## src/rtl/krmt_pkg.sv

```systemverilog
`default_nettype none
// ----------------------------------------------------------------------------
// krmt_pkg
// Shared constants, status codes and queue word type for the mapping table.
// ----------------------------------------------------------------------------
package krmt_pkg;

    localparam int TABLE_ENTRIES = 256;
    localparam int MAX_ELEMENTS  = 64;
    localparam int SLOT_W        = $clog2(TABLE_ENTRIES);
    localparam int ELEM_W        = $clog2(MAX_ELEMENTS);
    localparam int CNT_W         = $clog2(MAX_ELEMENTS + 1);
    localparam int QUEUE_DEPTH   = 2;

    localparam logic [3:0] ST_HIT          = 4'd0;
    localparam logic [3:0] ST_RANGE_HIT    = 4'd1;
    localparam logic [3:0] ST_OUT_OF_RANGE = 4'd2;
    localparam logic [3:0] ST_AMBIGUOUS    = 4'd3;
    localparam logic [3:0] ST_MISS         = 4'd4;
    localparam logic [3:0] ST_BAD_PACKET   = 4'd5;
    localparam logic [3:0] ST_INSERTED     = 4'd6;
    localparam logic [3:0] ST_REPLACED     = 4'd7;
    localparam logic [3:0] ST_EVICTED      = 4'd8;
    localparam logic [3:0] ST_IGNORED      = 4'd9;

    localparam logic [31:0] NOT_FOUND = 32'hFFFF_FFFF;

    typedef enum logic [1:0]
    {
        OP_LOOKUP = 2'd0,
        OP_COMMIT = 2'd1,
        OP_IGNORE = 2'd2,
        OP_BADPKT = 2'd3
    } op_t;

    typedef struct packed
    {
        op_t              op;
        logic [63:0]      key;
        logic [CNT_W-1:0] count;
        logic [31:0]      start;
        logic [31:0]      ordinal;
        logic [31:0]      pstart;
        logic [31:0]      pcount;
        logic [CNT_W-1:0] fill;
    } cmd_t;

endpackage
`default_nettype wire

```

## src/rtl/krmt_front.sv

```systemverilog
`default_nettype none
// ----------------------------------------------------------------------------
// krmt_front
// Accept input words, stage element values, classify into commands.
// ----------------------------------------------------------------------------
module krmt_front
(
    input  wire logic                          clk,
    input  wire logic                          rst_n,
    input  wire logic                          in_valid,
    output      logic                          in_ready,
    input  wire logic                          action,
    input  wire logic [63:0]                   proxy,
    input  wire logic [31:0]                   entry_count,
    input  wire logic [31:0]                   output_start,
    input  wire logic [31:0]                   element_value,
    input  wire logic                          last_element,
    input  wire logic [31:0]                   ordinal,
    input  wire logic [31:0]                   packet_start,
    input  wire logic [31:0]                   packet_count,
    output      logic                          cmd_valid,
    input  wire logic                          cmd_ready,
    output      krmt_pkg::cmd_t                cmd,
    input  wire logic [krmt_pkg::ELEM_W-1:0]   stg_raddr,
    output      logic [31:0]                   stg_rdata,
    input  wire logic                          stg_release
);

    logic [31:0]                     stg_mem [krmt_pkg::MAX_ELEMENTS];
    logic [krmt_pkg::CNT_W-1:0]      fill_reg, fill_next;
    logic                            busy_reg, busy_next;
    logic                            acc, is_pub, is_last;
    logic [32:0]                     diff;
    logic                            bad;

    // hold staging until the engine has copied it
    assign in_ready  = cmd_ready && !busy_reg;
    assign acc       = in_valid && in_ready;
    assign is_pub    = !action;
    assign is_last   = is_pub && last_element;
    assign cmd_valid = acc && (action || last_element);
    assign diff      = {1'b0, ordinal} - {1'b0, packet_start};
    assign bad       = diff[32] || (diff[31:0] >= packet_count);

    always_comb
    begin
        cmd         = '0;
        cmd.key     = proxy;
        cmd.start   = output_start;
        cmd.ordinal = ordinal;
        cmd.pstart  = packet_start;
        cmd.pcount  = packet_count;
        cmd.fill    = (is_pub && fill_reg < krmt_pkg::CNT_W'(krmt_pkg::MAX_ELEMENTS))
                      ? fill_reg + 1'b1 : fill_reg;
        cmd.count   = (entry_count > 32'(krmt_pkg::MAX_ELEMENTS))
                      ? krmt_pkg::CNT_W'(krmt_pkg::MAX_ELEMENTS)
                      : krmt_pkg::CNT_W'(entry_count);
        if (action)
            cmd.op = bad ? krmt_pkg::OP_BADPKT : krmt_pkg::OP_LOOKUP;
        else if (proxy == 64'd0 || entry_count == 32'd0)
            cmd.op = krmt_pkg::OP_IGNORE;
        else
            cmd.op = krmt_pkg::OP_COMMIT;
    end

    always_comb
    begin
        fill_next = fill_reg;
        busy_next = busy_reg;
        if (acc && is_pub)
            fill_next = is_last ? '0 : cmd.fill;
        if (acc && is_last && cmd.op == krmt_pkg::OP_COMMIT)
            busy_next = 1'b1;
        else if (stg_release)
            busy_next = 1'b0;
    end

    always_ff @(posedge clk or negedge rst_n)
    begin
        if (!rst_n)
        begin
            fill_reg <= '0;
            busy_reg <= 1'b0;
        end
        else
        begin
            fill_reg <= fill_next;
            busy_reg <= busy_next;
        end
    end

    always_ff @(posedge clk)
    begin
        if (acc && is_pub && fill_reg < krmt_pkg::CNT_W'(krmt_pkg::MAX_ELEMENTS))
            stg_mem[fill_reg[krmt_pkg::ELEM_W-1:0]] <= element_value;
        stg_rdata <= stg_mem[stg_raddr];
    end

`ifndef SYNTHESIS
    a_fill_bound: assert property (@(posedge clk) disable iff (!rst_n)
        fill_reg <= krmt_pkg::CNT_W'(krmt_pkg::MAX_ELEMENTS))
        else $error("staging fill overflow");
    a_fill_clear: assert property (@(posedge clk) disable iff (!rst_n)
        (acc && is_last) |=> fill_reg == '0)
        else $error("fill not cleared on commit");
    a_busy_block: assert property (@(posedge clk) disable iff (!rst_n)
        busy_reg |-> !in_ready)
        else $error("accept while commit pending");
`endif

endmodule
`default_nettype wire

```

## config.mk

```make
export PLATFORM = sky130hd
export DESIGN_NAME = krmt_front
export DESIGN_NICKNAME = d
export VERILOG_FILES = /design/src/rtl/krmt_pkg.sv /design/src/rtl/krmt_front.sv
export SDC_FILE = /design/constraint.sdc
export NUM_CORES = 2
export LEC_CHECK = 0
export BUFFER_PORTS_ARGS = -buffer_cell sky130_fd_sc_hd__buf_4
export CORE_ASPECT_RATIO = 1.1
export CORE_UTILIZATION = 30
export CTS_BUF_LIST = sky130_fd_sc_hd__clkbuf_2 sky130_fd_sc_hd__clkbuf_4 sky130_fd_sc_hd__clkbuf_8
export DETAILED_ROUTE_END_ITERATION = 16
export PLACE_DENSITY_LB_ADDON = 0.3
export SKIP_LAST_GASP = 1
export SYNTH_ARGS = -nofsm -noshare
export SYNTH_HDL_FRONTEND = slang
export SYNTH_SLANG_ARGS = --single-unit
```

## constraint.sdc

```tcl
create_clock -name clk -period 4.8 [get_ports clk]
set_input_delay 0.24 -clock clk [delete_from_list [all_inputs] [get_ports clk]]
set_output_delay 0.24 -clock clk [all_outputs]
set_load 0.02 [all_outputs]
```

==> results.md <==
Layout:
- The register with the most flip-flops in the layout has 2048 of them.
- The layout overhead on the synthesized area is 17.6%.
- The net count of the finished layout is 4689.
- The fraction of final layout cells with drive strength greater than 1 is 40.1%.
- Once layout is complete, the cells apart from fillers number 8298.
- Counting the fill cells in the layout gives 25600.

Min path:
- The path class of the tightest hold or removal check is input port to flop.

Power:
- The total power is 37100 µW.
- The power density relative to cell area is 378 nW/µm².
- The combinational power share is 7.3%.
- The clock share of power is 38.6%.
- The internal power is 28600 µW.
- Net switching is 23.0% of the power.
- The sequential fraction of design power is 54.2%.
- The worst-case IR drop observed on VDD is 0.199 mV.
- The net switching power figure is 8540 µW.
- For this design the static power due to leakage is 0.0315 µW.

Logic synthesis:
- Counting flops and latches in the post-synthesis netlist gives 2088.
- Among all flip-flop cells after synthesis, the most frequent one is sky130_fd_sc_hd__edfxtp_1.
- The distinct cell type count of the synthesized netlist is 59.
- The gate count after technology mapping is 3738.
- The synthesized area divided by synthesized cell count is 22.3 µm².
- Summing every instance area after synthesis gives 83400 µm².
- The fraction of registers with async set or reset after synthesis is 0.383%.
- The net count of the mapped netlist is 4073.
- The count of flip-flops with a built-in enable after synthesis is 2048.
- The count of warnings emitted by yosys is 0.
- For this run, the register share of the synthesized area comes to 74.8%.
- Ranked by total cell area, the synthesized netlist is headed by sky130_fd_sc_hd__edfxtp_1 74%, sky130_fd_sc_hd__mux4_2 18%, sky130_fd_sc_hd__buf_4 1.9%, sky130_fd_sc_hd__ha_1 0.98%, sky130_fd_sc_hd__dfxtp_1 0.77%.
- Sorting the synthesized cells by how often they occur yields 2048 x sky130_fd_sc_hd__edfxtp_1, 661 x sky130_fd_sc_hd__mux4_2, 208 x sky130_fd_sc_hd__buf_4.
- The leading area contributor after synthesis is sky130_fd_sc_hd__edfxtp_1.
- The most repeated cell in the gate-level netlist after synthesis is sky130_fd_sc_hd__edfxtp_1.
- The top cell type by area accounts for 73.7% of the synthesized area.

GRT:
- The number of global-route vias before repair is 43800.
- The number of antenna violations at the first check in global routing is 31.
- The global-route wire length before repair is 350000 µm.
- Entering global routing, the biggest net connects 72 pins.
- For this run, the total global-route usage over all layers was measured as 17.8%.
- Global routing finished with a remaining overflow of 0.

Route:
- The total wire length is 254000 µm.
- The routed via count divided by cell count is 5.03.
- The routed wire length per instance is 30.6 µm.
- After the first detailed-routing iteration, the DRC count stood at 3928.
- The count of antenna-violating nets left after detailed routing is 0.
- The total via count after detailed routing is 41700.
- The first-pass iteration count of the detailed router is 13.
- In the routed design, unresolved DRC markers number 84.

Clock tree:
- The tree is rooted in a sky130_fd_sc_hd__clkbuf_8.
- No sink is reached through more buffers than the 4 on the longest clock path.
- The clock transition time at the flip-flop clock pins of the worst setup and hold paths is 60 ps.
- TritonCTS built the clock tree.
- At the later pin of the worst-skew pair, clock insertion delay measures 930 ps.
- The total clock buffers created by CTS is 329.
- The H-tree level count is 5.
- The number of sinks driven by the clock tree is 2088.
- The number of setup buffers added after CTS is 0.

Die:
- In this run the horizontal extent of the chip is 505 µm.
- The floorplan step set the die height to 555 µm.
- In this run the core area contains 202 standard-cell rows.
- Once the floorplan was initialized, standard cells occupied 30.2% of the core.
- The die area is 280000 µm².
- Pin placement for this block handled 511 I/O pins.
- In this run the standard cell core region covers 276000 µm².

Placement:
- The detailed placement HPWL is 155000 µm.
- Input and output buffers added on the ports amount to 446.
- The number of instances in the placed design is 7651.
- Routability-driven placement finished with a final weighted congestion of 0.922.

STA:
- The slew of the pin with the lowest slew margin is 1280 ps.
- The final hold slack is 69.0 ps.
- The aggregate negative setup slack is 0 ps.
- Between clock sinks in the finished design, the worst skew comes to 61.4 ps.
- The part of the cycle the worst path needs is 94.5%.
- For the finished layout, the period the worst path requires is 4530 ps.
- The final number of hold-violating endpoints is 0.
- Derived from the worst setup path, the maximum achievable clock frequency is 221 MHz.
- The number of pins exceeding their max-slew limit in the final report is 0.
- Setup repair after global routing left no endpoint under its margin.
- Setup violations remaining at the end of the flow were counted as 0.
- The worst slew margin relative to its limit is 14.3%.

Outcome:
- The flow ran to the end, but the final reports show violations.
- The final reports fail on DRC.

Worst setup path:
- The critical path is of the input port to output port type.
- The largest fanout of any net on the critical path is 3.
- The register-to-register path setup slack is 1100 ps.
- The startpoint type of the worst setup path is an input port.
- Data on the critical path is required at its endpoint by 4560 ps.
- The kind of end point of the critical path is an output port.
- For the worst setup path, the data arrival time is 4290 ps.

Run:
- The number of max-capacitance violations reported is 0.
per-stage QoR:
stage / worst slack, ps / area (µm²) / utilization, %
after floorplan: 1010 / 83400 / -
after global placement: 174 / 91500 / 33.2
after detailed placement: 175 / 91500 / 33.2
after global routing: 7.06 / 98100 / 35.5
after CTS: 165 / 98100 / 35.5
final: 266 / 98100 / 35.5
power by group through the flow:
stage	logic [µW]	registers, µW	clock network, µW
floorplan	1510	20500	0
finish	2690	20100	14300
global placement	2690	20500	0
detailed placement	2710	20500	0
CTS	2750	20100	14700
global route	2870	20100	15400
cell type report:
cell class / instances / area, µm² / area share [%]
clock inverter: 152 / 776 / 0.791
clock buffer: 429 / 5320 / 5.42
antenna: 22 / 55.1 / 0.0561
sequential: 2088 / 62300 / 63.5
tap: 3672 / 4590 / 4.68
multi-input combinational: 1205 / 19000 / 19.4
inverter: 76 / 285 / 0.291
timing repair buffer: 654 / 5700 / 5.81
path summary, 6_finish.rpt:
kind / end / startpoint / depth (start not counted)
max: cmd[207] / ordinal[0] / 19
min: stg_rdata[3] / stg_raddr[5] / 3
max reg2reg: stg_mem[22][31] / busy_reg / 7
min reg2reg: fill_reg[0] / fill_reg[0] / 1
max in group asynchronous: fill_reg[5] / rst_n / 3
min in group asynchronous: busy_reg / rst_n / 3
cell usage in the layout, fill, tap and decap left out, types with 38 or more instances in the layout:
| cell | Yosys | final |
|---|---|---|
| sky130_fd_sc_hd__mux4_2 | 661 | 661 |
| sky130_fd_sc_hd__inv_1 | 76 | 76 |
| sky130_fd_sc_hd__clkbuf_8 | 0 | 336 |
| sky130_fd_sc_hd__nor2_1 | 102 | 38 |
| sky130_fd_sc_hd__dlygate4sd3_1 | 0 | 44 |
| sky130_fd_sc_hd__nand2_1 | 48 | 48 |
| sky130_fd_sc_hd__nor2_4 | 0 | 64 |
| sky130_fd_sc_hd__buf_4 | 208 | 554 |
| sky130_fd_sc_hd__buf_12 | 0 | 52 |
| sky130_fd_sc_hd__clkbuf_4 | 0 | 93 |
| sky130_fd_sc_hd__clkinv_2 | 0 | 39 |
| sky130_fd_sc_hd__edfxtp_1 | 2048 | 2048 |
| sky130_fd_sc_hd__clkinv_1 | 0 | 92 |
| sky130_fd_sc_hd__ha_1 | 65 | 65 |
per-layer routing:
layer / track usage [%] / routed length, µm / vias up
li1: - / - / 16800
met5: 0 / 55 / -
met1: 21.9 / 98200 / 22900
met2: 31.4 / 131000 / 1630
met4: 5.16 / 6940 / 8
met3: 3.74 / 17200 / 356
cell families after synthesis:
logic type | after synthesis | share of synthesized area (%)
AO/OA/AOI/OAI | 154 | 1.20
XOR/XNOR | 30 | 0.315
adder cells (fa/ha/maj) | 66 | 0.999
buffers and inverters | 445 | 3.02
flip-flops | 2088 | 74.8
multiplexers | 684 | 18.1
AND/OR/NAND/NOR | 271 | 1.56
repair_timing:
action | in CTS | in global routing
endpoints found under the hold margin | 2064 | 0
gates resized for setup | 0 | 1
hold buffers | 44 | 0
endpoints found under the setup margin | 0 | 2
worst max-delay path: stages:
cell and delay [ps]:
sky130_fd_sc_hd__buf_4 120, sky130_fd_sc_hd__inv_1 60, sky130_fd_sc_hd__ha_1 210, sky130_fd_sc_hd__fa_1 400, sky130_fd_sc_hd__nor2b_1 200, sky130_fd_sc_hd__o2111ai_2 220
sky130_fd_sc_hd__a211o_1 370, sky130_fd_sc_hd__nand3_1 170, sky130_fd_sc_hd__nand3_1 170, sky130_fd_sc_hd__and2_1 200, sky130_fd_sc_hd__o311ai_0 310, sky130_fd_sc_hd__ha_1 310
sky130_fd_sc_hd__nor2b_1 130, sky130_fd_sc_hd__o21ai_0 150, sky130_fd_sc_hd__o2111ai_1 170, sky130_fd_sc_hd__a221o_1 350, sky130_fd_sc_hd__o21ai_0 180, sky130_fd_sc_hd__o21ai_0 130
sky130_fd_sc_hd__buf_4 180
Power figures use the tool's default switching activity.
