--- src/rtl/krmt_pkg.sv ---
`default_nettype none
// ----------------------------------------------------------------------------
// krmt_pkg
// Shared constants, status codes and queue word type for the mapping table.
// ----------------------------------------------------------------------------
package krmt_pkg;

    localparam int TABLE_ENTRIES = 256;
    localparam int MAX_ELEMENTS  = 64;
    localparam int SLOT_W        = $clog2(TABLE_ENTRIES);
    localparam int ELEM_W        = $clog2(MAX_ELEMENTS);
    localparam int CNT_W         = $clog2(MAX_ELEMENTS + 1);
    localparam int QUEUE_DEPTH   = 2;

    localparam logic [3:0] ST_HIT          = 4'd0;
    localparam logic [3:0] ST_RANGE_HIT    = 4'd1;
    localparam logic [3:0] ST_OUT_OF_RANGE = 4'd2;
    localparam logic [3:0] ST_AMBIGUOUS    = 4'd3;
    localparam logic [3:0] ST_MISS         = 4'd4;
    localparam logic [3:0] ST_BAD_PACKET   = 4'd5;
    localparam logic [3:0] ST_INSERTED     = 4'd6;
    localparam logic [3:0] ST_REPLACED     = 4'd7;
    localparam logic [3:0] ST_EVICTED      = 4'd8;
    localparam logic [3:0] ST_IGNORED      = 4'd9;

    localparam logic [31:0] NOT_FOUND = 32'hFFFF_FFFF;

    typedef enum logic [1:0]
    {
        OP_LOOKUP = 2'd0,
        OP_COMMIT = 2'd1,
        OP_IGNORE = 2'd2,
        OP_BADPKT = 2'd3
    } op_t;

    typedef struct packed
    {
        op_t              op;
        logic [63:0]      key;
        logic [CNT_W-1:0] count;
        logic [31:0]      start;
        logic [31:0]      ordinal;
        logic [31:0]      pstart;
        logic [31:0]      pcount;
        logic [CNT_W-1:0] fill;
    } cmd_t;

endpackage
`default_nettype wire

--- src/rtl/krmt_queue.sv ---
`default_nettype none
// ----------------------------------------------------------------------------
// krmt_queue
// Short command queue between classifier and table engine.
// ----------------------------------------------------------------------------
module krmt_queue
(
    input  wire logic           clk,
    input  wire logic           rst_n,
    input  wire logic           wr_valid,
    output      logic           wr_ready,
    input  wire krmt_pkg::cmd_t wr_data,
    output      logic           rd_valid,
    input  wire logic           rd_ready,
    output      krmt_pkg::cmd_t rd_data
);

    localparam int PW = $clog2(krmt_pkg::QUEUE_DEPTH);

    krmt_pkg::cmd_t  q_reg [krmt_pkg::QUEUE_DEPTH];
    logic [PW-1:0]   wp_reg, rp_reg;
    logic [PW:0]     n_reg;
    logic            push, pop;

    assign wr_ready = n_reg < (PW+1)'(krmt_pkg::QUEUE_DEPTH);
    assign rd_valid = n_reg != '0;
    assign rd_data  = q_reg[rp_reg];
    assign push     = wr_valid && wr_ready;
    assign pop      = rd_valid && rd_ready;

    always_ff @(posedge clk or negedge rst_n)
    begin
        if (!rst_n)
        begin
            wp_reg <= '0;
            rp_reg <= '0;
            n_reg  <= '0;
        end
        else
        begin
            if (push)
                wp_reg <= wp_reg + 1'b1;
            if (pop)
                rp_reg <= rp_reg + 1'b1;
            n_reg <= n_reg + (PW+1)'(push) - (PW+1)'(pop);
        end
    end

    always_ff @(posedge clk)
    begin
        if (push)
            q_reg[wp_reg] <= wr_data;
    end

endmodule
`default_nettype wire

--- config.mk ---
export PLATFORM = sky130hd
export DESIGN_NAME = krmt_queue
export DESIGN_NICKNAME = d
export VERILOG_FILES = /design/src/rtl/krmt_pkg.sv /design/src/rtl/krmt_queue.sv
export SDC_FILE = /design/constraint.sdc
export NUM_CORES = 1
export LEC_CHECK = 0
export ABC_AREA = 1
export BUFFER_PORTS_ARGS = -buffer_cell sky130_fd_sc_hd__buf_2
export CORE_ASPECT_RATIO = 2
export CORE_MARGIN = 1.5
export CORE_UTILIZATION = 35
export DETAILED_ROUTE_END_ITERATION = 16
export PLACE_DENSITY = 0.64
export SYNTH_ARGS = -nofsm -noshare
export SYNTH_HDL_FRONTEND = slang
export SYNTH_SLANG_ARGS = --single-unit
--- constraint.sdc ---
create_clock -name clk -period 13.5 [get_ports clk]
set_input_delay 2.025 -clock clk [delete_from_list [all_inputs] [get_ports clk]]
set_output_delay 2.025 -clock clk [all_outputs]
set_load 0.03 [all_outputs]
==> results of run 1 <==
==> metal layers <==
layer | part of all wire, % | GRT usage (%) | wire [um]
met4 | 5.1 | 8.738 | 1804
met1 | 35 | 15.55 | 12360
met3 | 6.8 | 3.756 | 2411
met5 | 0.15 | 0 | 53
met2 | 53 | 27.60 | 18670
==> where the power goes <==
| group | internal [uW] | leakage, uW | switching, uW |
|---|---|---|---|
| sequential | 1740 | 0.00389 | 81.4 |
| clock | 608 | 0.000598 | 451 |
| combinational | 404 | 0.00365 | 1370 |
==> cell families (layout without fill, tap and decap cells) <==
group	count (synthesis)	in the layout	synth area share, %
simple gates	634	634	15.58
flops	420	420	82.22
buf+inv	51	503	1.920
xor+xnor	3	3	0.1716
fa+ha+maj	1	1	0.08168
compound gates	1	1	0.03265
other cells	0	8	0
==> area by class of cell <==
cell class	count	area share, %
sequential	420	65.69
multi-input combinational	639	12.75
timing repair buffer	431	11.38
clock buffer	44	5.187
tap	550	3.589
clock inverter	23	1.181
inverter	5	0.1240
antenna	8	0.1044
==> worst max-delay path, stage by stage, from the launching register on <==
cell,delay [ns]
dfrtp_4,0.71
inv_6,0.71
buf_4,0.91
nand2_1,0.15
nand2_1,0.15
buf_2,0.22
==> worst max path at each step <==
stage	start	endpoint	slack, ns	cells past startpoint
final	rp_reg	rd_data[79]	7.98	5
after global routing	rp_reg	rd_data[79]	7.69	5
after CTS	rp_reg	rd_data[79]	7.88	5
after detailed placement	wr_valid	q_reg[0][0]	8.46	5
after global placement	rp_reg	rd_data[53]	8.49	5
after floorplan	wr_valid	q_reg[0][0]	1.94	2
==> synthesized netlist by cell type, drive strengths merged <==
cell    number  area share [%]
buf         45             1.8
clkbuf       1           0.024
dfrtp        4            0.65
edfxtp     416              82
ha           1           0.082
inv          5            0.12
nand2      629              15
nand3        1           0.033
nand4        1           0.041
nor2         2           0.049
o21ai        1           0.033
or2          1           0.041
xor2         3            0.17
==> per-stage QoR <==
step / total power [uW] / hold WS (ns) / util [%] / instances / worst slack, ns
final: 4660 / 0.5793 / 44.35 / 2120 / 7.975
after global routing: 4907 / 0.6279 / 44.35 / 2120 / 7.688
after CTS: 4727 / 0.5920 / 44.30 / 2112 / 7.880
after detailed placement: 3657 / 0.5771 / 41.48 / 2045 / 8.457
after global placement: 3631 / 0.5329 / 41.48 / 2045 / 8.495
after floorplan: 3179 / 0.5163 / - / 1110 / 1.936
==> results.py, run 1 <==
metrics = {
    "run_status": {
        "status": "completed",
    },
    "floorplan": {
        "design.core.area_um2": 43240,
        "ios": 422,
        "die_h_um": 298.8,
        "dieWidth_um": 150.9,
        "rows": 108,
        "die_area_um2": 45100,
        "start_util_pct": 35.42,
    },
    "pwr": {
        "ir_drop_uv": 133.9,
        "powerDensity_nw_per_um2": 243.0,
        "power.leakage_uw": 0.008139,
    },
    "drt": {
        "wl_um": 35300,
        "vias": 9553,
        "wl_per_cell_um": 16.65,
        "drc": 0,
        "ant_nets": 0,
        "dr.pass1.iters": 5,
        "drtIter0Drc": 426,
        "vias_per_cell": 4.506,
    },
    "logic_synthesis": {
        "syn_area_per_cell_um2": 13.80,
        "synth_seq_cells": 420,
        "syn_nets": 1323,
        "ys_warn_count": 0,
        "ys_seq_area_share_pct": 82.22,
        "syn_area_um2": 15320,
        "ys_types": 16,
        "synth_cells": 1110,
    },
    "timing": {
        "rsz0062_at_grt": "false",
        "hold_viol": 0,
        "timing.fmax_ghz": 0.1810,
        "drv_slew": 0,
        "min_period_ns": 5.525,
        "finClkSkew_ns": 0.01080,
        "max-slew-margin-rel_pct": 26.74,
        "finalSetupTns_ns": 0,
        "timing.final.crit_share_pct": 40.92,
        "setup_viol": 0,
        "worst_pin_slew_ns": 1.099,
    },
    "min_path": {
        "hold_path_startpoint": "n_reg[0]",
        "worstHoldPathType": "reg2reg",
        "whs_path_depth": 1,
        "hold_end": "n_reg[0]",
    },
    "clock_tree": {
        "clk_path_buf_depth": 3,
        "cts.sinks": 420,
        "clk_pin_slew_ns": 0.07,
        "h-tree-depth": 2,
        "post_cts_buffers": 0,
        "cts_hold_buf": 0,
        "ctsResizeCount": 0,
        "root_buffer": "clkbuf_16",
        "numCtsBuffers": 37,
        "clk_latency_ns": 0.52,
        "cts_tree": "yes",
    },
    "global_route": {
        "grt_pass1_wl_um": 51700,
        "grt-ovfl-total": 0,
        "grt_max_degree": 116,
        "gr-usage-all-layers_pct": 15.23,
        "antenna_found_initial": 12,
        "first_global_vias": 9610,
    },
    "finish": {
        "num-fill-cells": 3977,
        "most-common-layout-cells": "nand2_1 (629), buf_2 (421), edfxtp_1 (416)",
        "design_area_um2": 19180,
        "nets": 1747,
        "synthToLayoutAreaGrowth_pct": 25.20,
        "seqCellArea_um2": 12600,
        "largest_reg_flops": 416,
        "final_common_cell": "nand2_1",
        "drive_above_1_share_pct": 31.37,
        "multi_input_area_um2": 2445,
    },
    "worst_setup_path": {
        "worstSetupPathType": "reg2out",
        "rr_worst_depth": 5,
        "r2r-end": "q_reg[0][15]",
        "rrSetupSlack_ns": 10.17,
        "cp.required_ns": 11.48,
        "cp-start-kind": "flop",
        "cp_data_arrival_time_ns": 3.50,
        "cp_max_fo": 115,
        "end_kind": "output port",
        "r2r_start": "n_reg[1]",
    },
    "placed_design": {
        "globalplace.congestion": 0.7634,
        "dpl_cell_area_um2": 17930,
        "hpwl_um": 23610,
        "numPortBuffers": 421,
    },
    "job": {
        "maxCapViolations": 0,
    },
}
No activity file was read; power rests on OpenSTA's default activity.
==> run 2: changes to the inputs <==
--- a/config.mk
+++ b/config.mk
@@ -5,13 +5,13 @@
 export SDC_FILE = /design/constraint.sdc
 export NUM_CORES = 1
 export LEC_CHECK = 0
-export ABC_AREA = 1
+export ABC_AREA = 0
 export BUFFER_PORTS_ARGS = -buffer_cell sky130_fd_sc_hd__buf_2
 export CORE_ASPECT_RATIO = 2
 export CORE_MARGIN = 1.5
 export CORE_UTILIZATION = 35
 export DETAILED_ROUTE_END_ITERATION = 16
-export PLACE_DENSITY = 0.64
+export PLACE_DENSITY = 0.66
 export SYNTH_ARGS = -nofsm -noshare
 export SYNTH_HDL_FRONTEND = slang
 export SYNTH_SLANG_ARGS = --single-unit
==> constraint.sdc (replaced) <==
create_clock -name clk -period 4.9 [get_ports clk]
set_input_delay 0.735 -clock clk [delete_from_list [all_inputs] [get_ports clk]]
set_output_delay 0.735 -clock clk [all_outputs]
set_load 0.03 [all_outputs]
==> run 2 against run 1 <==
Clock power grew to 2.5 times the previous value; non-clock buffer count grew 4; flip-flop and latch count did not move; global-route usage is 1.7 points lower; core utilization fell by 0.086 points; largest power group unchanged.
==> results.py, run 2 <==
metrics = {
    "clock_tree": {
        "root_buffer": "clkbuf_16",
        "clk_latency_ns": 0.53,
        "h-tree-depth": 2,
        "numCtsBuffers": 37,
        "cts_tree": "yes",
        "clk_pin_slew_ns": 0.07,
        "clk_path_buf_depth": 3,
        "cts.sinks": 420,
    },
    "floorplan": {
        "die_area_um2": 46040,
        "start_util_pct": 35.40,
        "ios": 422,
        "dieWidth_um": 152.5,
        "rows": 109,
        "die_h_um": 302.0,
        "design.core.area_um2": 44190,
    },
    "placed_design": {
        "pre_cts_ws_ns": 2.132,
        "globalplace.congestion": 0.8036,
        "hpwl_um": 22660,
        "numPortBuffers": 421,
    },
    "drt": {
        "vias_per_cell": 4.594,
        "ant_nets": 0,
        "wl_met3_um": 2227,
        "wl_per_cell_um": 19.23,
        "wl_met2_um": 18310,
        "drtIter0Drc": 319,
        "drc": 0,
        "dr.pass1.iters": 4,
        "vias": 7865,
        "highest-signal-layer": "met5",
        "wl_um": 32910,
        "met1_length_um": 10860,
    },
    "timing": {
        "setup_viol": 0,
        "whs_ns": 0.3893,
        "finalSetupTns_ns": 0,
        "min_period_ns": 3.275,
        "rsz0062_at_grt": "false",
        "hold_viol": 0,
        "timing.final.crit_share_pct": 66.83,
        "worst_pin_slew_ns": 0.8385,
        "fin_ws_ns": 1.625,
        "drv_slew": 0,
        "finClkSkew_ns": 0.005709,
        "timing.fmax_ghz": 0.3054,
        "max-slew-margin-rel_pct": 44.10,
    },
    "worst_setup_path": {
        "worstSetupPathType": "reg2out",
        "rr_worst_depth": 3,
        "cpLargestDelayFamily": "flip-flops",
        "r2r-end": "q_reg[1][79]",
        "rrSetupSlack_ns": 2.88,
        "r2r_start": "n_reg[1]",
        "cp_data_arrival_time_ns": 2.54,
        "cp.required_ns": 4.16,
        "slowest_delay_ns": 0.97,
        "cp_max_fo": 55,
        "cp_slowest_cell": "dfrtp_4",
        "crit_buf_inv": 2,
        "cp-start-kind": "flop",
        "end_kind": "output port",
        "crit_chain": "buf_4 -> mux2_2 -> buf_2",
    },
    "pwr": {
        "power.leakage_uw": 0.007464,
        "powerDensity_nw_per_um2": 628.9,
        "power_uw": 12300,
        "ir_drop_uv": 425.0,
    },
    "logic_synthesis": {
        "synth_cells": 667,
        "synthArstFlopShare_pct": 0.9524,
        "synth_edf_count": 416,
        "syn_area_um2": 15640,
        "synth_ff_type": "edfxtp_1",
        "ys_seq_area_share_pct": 80.51,
        "syn_area_per_cell_um2": 23.45,
        "synth_top_area_share_pct": 79.87,
        "yosys.area.top_type": "edfxtp_1",
        "synth.most_common_cell": "edfxtp_1",
        "synth_commonest_cells": "edfxtp_1 (416), mux2_2 (108), mux2_4 (100)",
        "synth_area_leaders": "edfxtp_1 (80%), mux2_4 (9.6%), mux2_2 (7.8%)",
        "ys_types": 19,
        "synth_seq_cells": 420,
        "ys_warn_count": 0,
        "syn_nets": 880,
    },
    "global_route": {
        "gr-usage-all-layers_pct": 13.55,
        "first_global_vias": 8324,
        "antenna_found_initial": 17,
        "grt-ovfl-total": 0,
        "grt_max_degree": 119,
        "grt_pass1_wl_um": 47410,
    },
    "min_path": {
        "worstHoldPathType": "in2reg",
        "hold_end": "q_reg[0][44]",
        "whs_path_depth": 1,
        "hold_path_startpoint": "wr_data[44]",
    },
    "finish": {
        "most-common-layout-cells": "buf_2 (421), edfxtp_1 (416), mux2_2 (108)",
        "drive_above_1_share_pct": 61.10,
        "synthToLayoutAreaGrowth_pct": 25.04,
        "nets": 1331,
        "largest_reg_flops": 416,
        "final_common_cell": "buf_2",
        "utilization_pct": 44.26,
    },
    "run_status": {
        "status": "completed",
    },
    "job": {
        "maxCapViolations": 0,
    },
}
## run 2: layout make-up
class,instances,area (um^2)
antenna,13,32.53
clock buffer,41,983.4
clock inverter,24,130.1
fill,3906,24630
inverter,1,3.754
multi-input combinational,223,2828
sequential,420,12600
tap,555,694.4
timing repair buffer,435,2290
## run 2: how the worst max path moves through the flow
stage,start,end,slack (ns),cells after the start
3_5_place_dp,rp_reg,rd_data[41],2.13,3
3_3_place_gp,rp_reg,rd_data[30],2.16,3
5_1_grt,rp_reg,rd_data[35],1.47,3
2_1_floorplan,wr_valid,q_reg[0][0],0.52,2
4_1_cts,rp_reg,rd_data[41],1.54,3
6_report,rp_reg,rd_data[34],1.63,3
## run 2: per-stage QoR
stage | instance area, um^2 | std cells
after floorplan | 15650 | 667
after global placement | 18400 | 1633
after detailed placement | 18400 | 1633
after CTS | 19530 | 1699
after global routing | 19560 | 1711
final | 19560 | 1712
## run 2: power by group
part / total, uW / internal [uW] / leakage [uW] / switching (uW)
combinational: 4540 / 1670 / 0.00304 / 2870
clock: 2700 / 1450 / 0.000537 / 1250
sequential: 5060 / 4800 / 0.00389 / 260
total: 12300 / 7920 / 0.00746 / 4380
## run 2: cell families (layout without fill, tap and decap cells)
family / Yosys count / after routing / synth area share (%)
compound gates: 3 / 3 / 0.1200
xor+xnor: 3 / 3 / 0.1680
simple gates: 8 / 8 / 0.2561
other cells: 0 / 13 / 0
flops: 420 / 420 / 80.51
buf+inv: 24 / 501 / 1.496
mux: 208 / 208 / 17.37
fa+ha+maj: 1 / 1 / 0.07998
## run 2: metal layers
metal | global-route usage, % | up-vias
met3 | 3.725 | 73
met1 | 12.99 | 3887
met4 | 7.944 | 6
met2 | 25.61 | 325
met5 | 0 | -
li1 | - | 3574
## run 2: what timing repair did
action                    in CTS  in global routing
hold endpoints to repair       4                  0
hold buffers                   1                  0
resized for setup              0                  0
setup buffers                  0                  0
==> run 3: changes to the inputs <==
--- a/config.mk
+++ b/config.mk
@@ -11,7 +11,7 @@
 export CORE_MARGIN = 1.5
 export CORE_UTILIZATION = 35
 export DETAILED_ROUTE_END_ITERATION = 16
-export PLACE_DENSITY = 0.66
+export PLACE_DENSITY = 0.64
 export SYNTH_ARGS = -nofsm -noshare
 export SYNTH_HDL_FRONTEND = slang
 export SYNTH_SLANG_ARGS = --single-unit
==> constraint.sdc (replaced) <==
create_clock -name clk -period 3.4 [get_ports clk]
set_input_delay 0.51 -clock clk [delete_from_list [all_inputs] [get_ports clk]]
set_output_delay 0.51 -clock clk [all_outputs]
set_load 0.03 [all_outputs]
==> run 3 against run 2 <==
Final area up 1.6%; setup slack worse by 1.1 ns; die area unchanged; largest power group unchanged; via count up 0.19%; sequential power up 43%; first-iteration DRC count down 17%; clock-buffer cell count up 6; register-to-register slack worse by 1.4 ns; hold slack worse by 0.23 ns; clock skew up 0.013 ns; cell count up 1.2%.
==> results.py, run 3 (synthesized netlist as in run 2, its figures left out) <==
metrics = {
    "run_status": {
        "status": "completed",
    },
    "clock_tree": {
        "clk_path_buf_depth": 3,
        "numCtsBuffers": 37,
        "clk_latency_ns": 0.54,
        "h-tree-depth": 2,
        "cts_hold_buf": 1,
        "post_cts_buffers": 0,
        "clk_pin_slew_ns": 0.07,
        "cts.sinks": 420,
        "root_buffer": "clkbuf_16",
        "cts_tree": "yes",
        "ctsResizeCount": 0,
    },
    "timing": {
        "timing.final.crit_share_pct": 85.07,
        "setup_viol": 0,
        "whs_ns": 0.1552,
        "rsz0062_at_grt": "false",
        "max-slew-margin-rel_pct": 55.21,
        "fin_ws_ns": 0.5077,
        "worst_pin_slew_ns": 0.6718,
        "timing.fmax_ghz": 0.3457,
        "finClkSkew_ns": 0.01913,
        "hold_viol": 0,
        "min_period_ns": 2.892,
        "drv_slew": 0,
    },
    "floorplan": {
        "die_area_um2": 46040,
        "ios": 422,
        "dieWidth_um": 152.5,
        "die_h_um": 302.0,
        "start_util_pct": 35.40,
        "design.core.area_um2": 44190,
        "rows": 109,
    },
    "finish": {
        "largest_reg_flops": 416,
        "utilization_pct": 44.96,
        "nets": 1351,
        "drive_above_1_share_pct": 61.84,
        "design_area_um2": 19870,
        "num-fill-cells": 3880,
        "synthToLayoutAreaGrowth_pct": 27.01,
        "final_common_cell": "buf_2",
        "most-common-layout-cells": "buf_2 (421), edfxtp_1 (416), mux2_2 (108)",
    },
    "pwr": {
        "powerDensity_nw_per_um2": 922.3,
        "power.leakage_uw": 0.007631,
        "power_uw": 18320,
        "ir_drop_uv": 809.6,
    },
    "worst_setup_path": {
        "cpLargestDelayFamily": "flip-flops",
        "r2r-end": "q_reg[0][5]",
        "end_kind": "output port",
        "cp-startpoint": "rp_reg",
        "crit_buf_inv": 2,
        "worstSetupPathType": "reg2out",
        "slowest_delay_ns": 0.87,
        "cp_data_arrival_time_ns": 2.38,
        "rr_worst_depth": 5,
        "cp-start-kind": "flop",
        "rrSetupSlack_ns": 1.46,
        "crit_chain": "buf_4 -> mux2_2 -> buf_2",
        "path_depth": 3,
        "crit_end": "rd_data[5]",
        "cp.required_ns": 2.89,
        "cp_slowest_cell": "dfrtp_4",
        "r2r_start": "n_reg[1]",
        "cp_max_fo": 38,
    },
    "job": {
        "maxCapViolations": 0,
    },
    "global_route": {
        "grt-ovfl-total": 0,
        "first_global_vias": 8328,
        "gr-usage-all-layers_pct": 13.70,
        "grt_max_degree": 90,
        "grt_pass1_wl_um": 47620,
        "antenna_found_initial": 17,
    },
    "drt": {
        "vias_per_cell": 4.550,
        "drc": 0,
        "vias": 7880,
        "wl_um": 33340,
        "wl_per_cell_um": 19.25,
        "dr.pass1.iters": 4,
        "drtIter0Drc": 266,
        "ant_nets": 0,
    },
    "placed_design": {
        "dpl_cell_area_um2": 18590,
        "hpwl_um": 23820,
        "numPortBuffers": 421,
        "pre_cts_ws_ns": 1.016,
        "globalplace.congestion": 0.8160,
    },
    "min_path": {
        "worstHoldPathType": "in2reg",
    },
}
[run 3: worst min-delay path by stage]
stage                      from            to  slack, ns  depth (start not counted)
finish              wr_data[48]  q_reg[1][48]       0.16                          1
global route        wr_data[54]  q_reg[0][54]       0.13                          1
CTS                 wr_data[24]  q_reg[1][24]       0.12                          1
detailed placement        rst_n        rp_reg       0.33                          1
global placement          rst_n        rp_reg       0.33                          1
floorplan                 rst_n      n_reg[0]       0.21                          0
[run 3: layer usage]
metal / GRT usage, % / vias up / wire length, um
li1: - / 3613 / -
met1: 13.21 / 3853 / 11030
met2: 25.76 / 321 / 18440
met3: 3.768 / 85 / 2198
met4: 8.127 / 8 / 1618
met5: 0 / - / 58
[run 3: area by class of cell]
class                      instances  area (um^2)  area share, %
multi-input combinational        223         2835          14.27
sequential                       420        12600          63.41
timing repair buffer             455         2465          12.41
tap                              555        694.4          3.496
clock inverter                    20        235.2          1.184
inverter                           1        6.256        0.03149
clock buffer                      47         1006          5.064
antenna                           11        27.53         0.1386
[run 3: report_power, final]
group,switching [uW],internal [uW]
clock network,1800,2490
registers,337,6900
logic,4250,2550
total,6380,11900
[run 3: worst register-to-register path, delay by kind of cell (launching register included)]
kind,cells,cell delay [ns]
buffers and inverters,3,0.77
DFF,1,0.43
and+or+nand+nor,2,0.44
[run 3: stage by stage]
step / instances / setup TNS [ns]
2_1_floorplan: 667 / -181.39
3_3_place_gp: 1653 / 0
3_5_place_dp: 1653 / 0
4_1_cts: 1721 / 0
5_1_grt: 1732 / 0
6_report: 1732 / 0
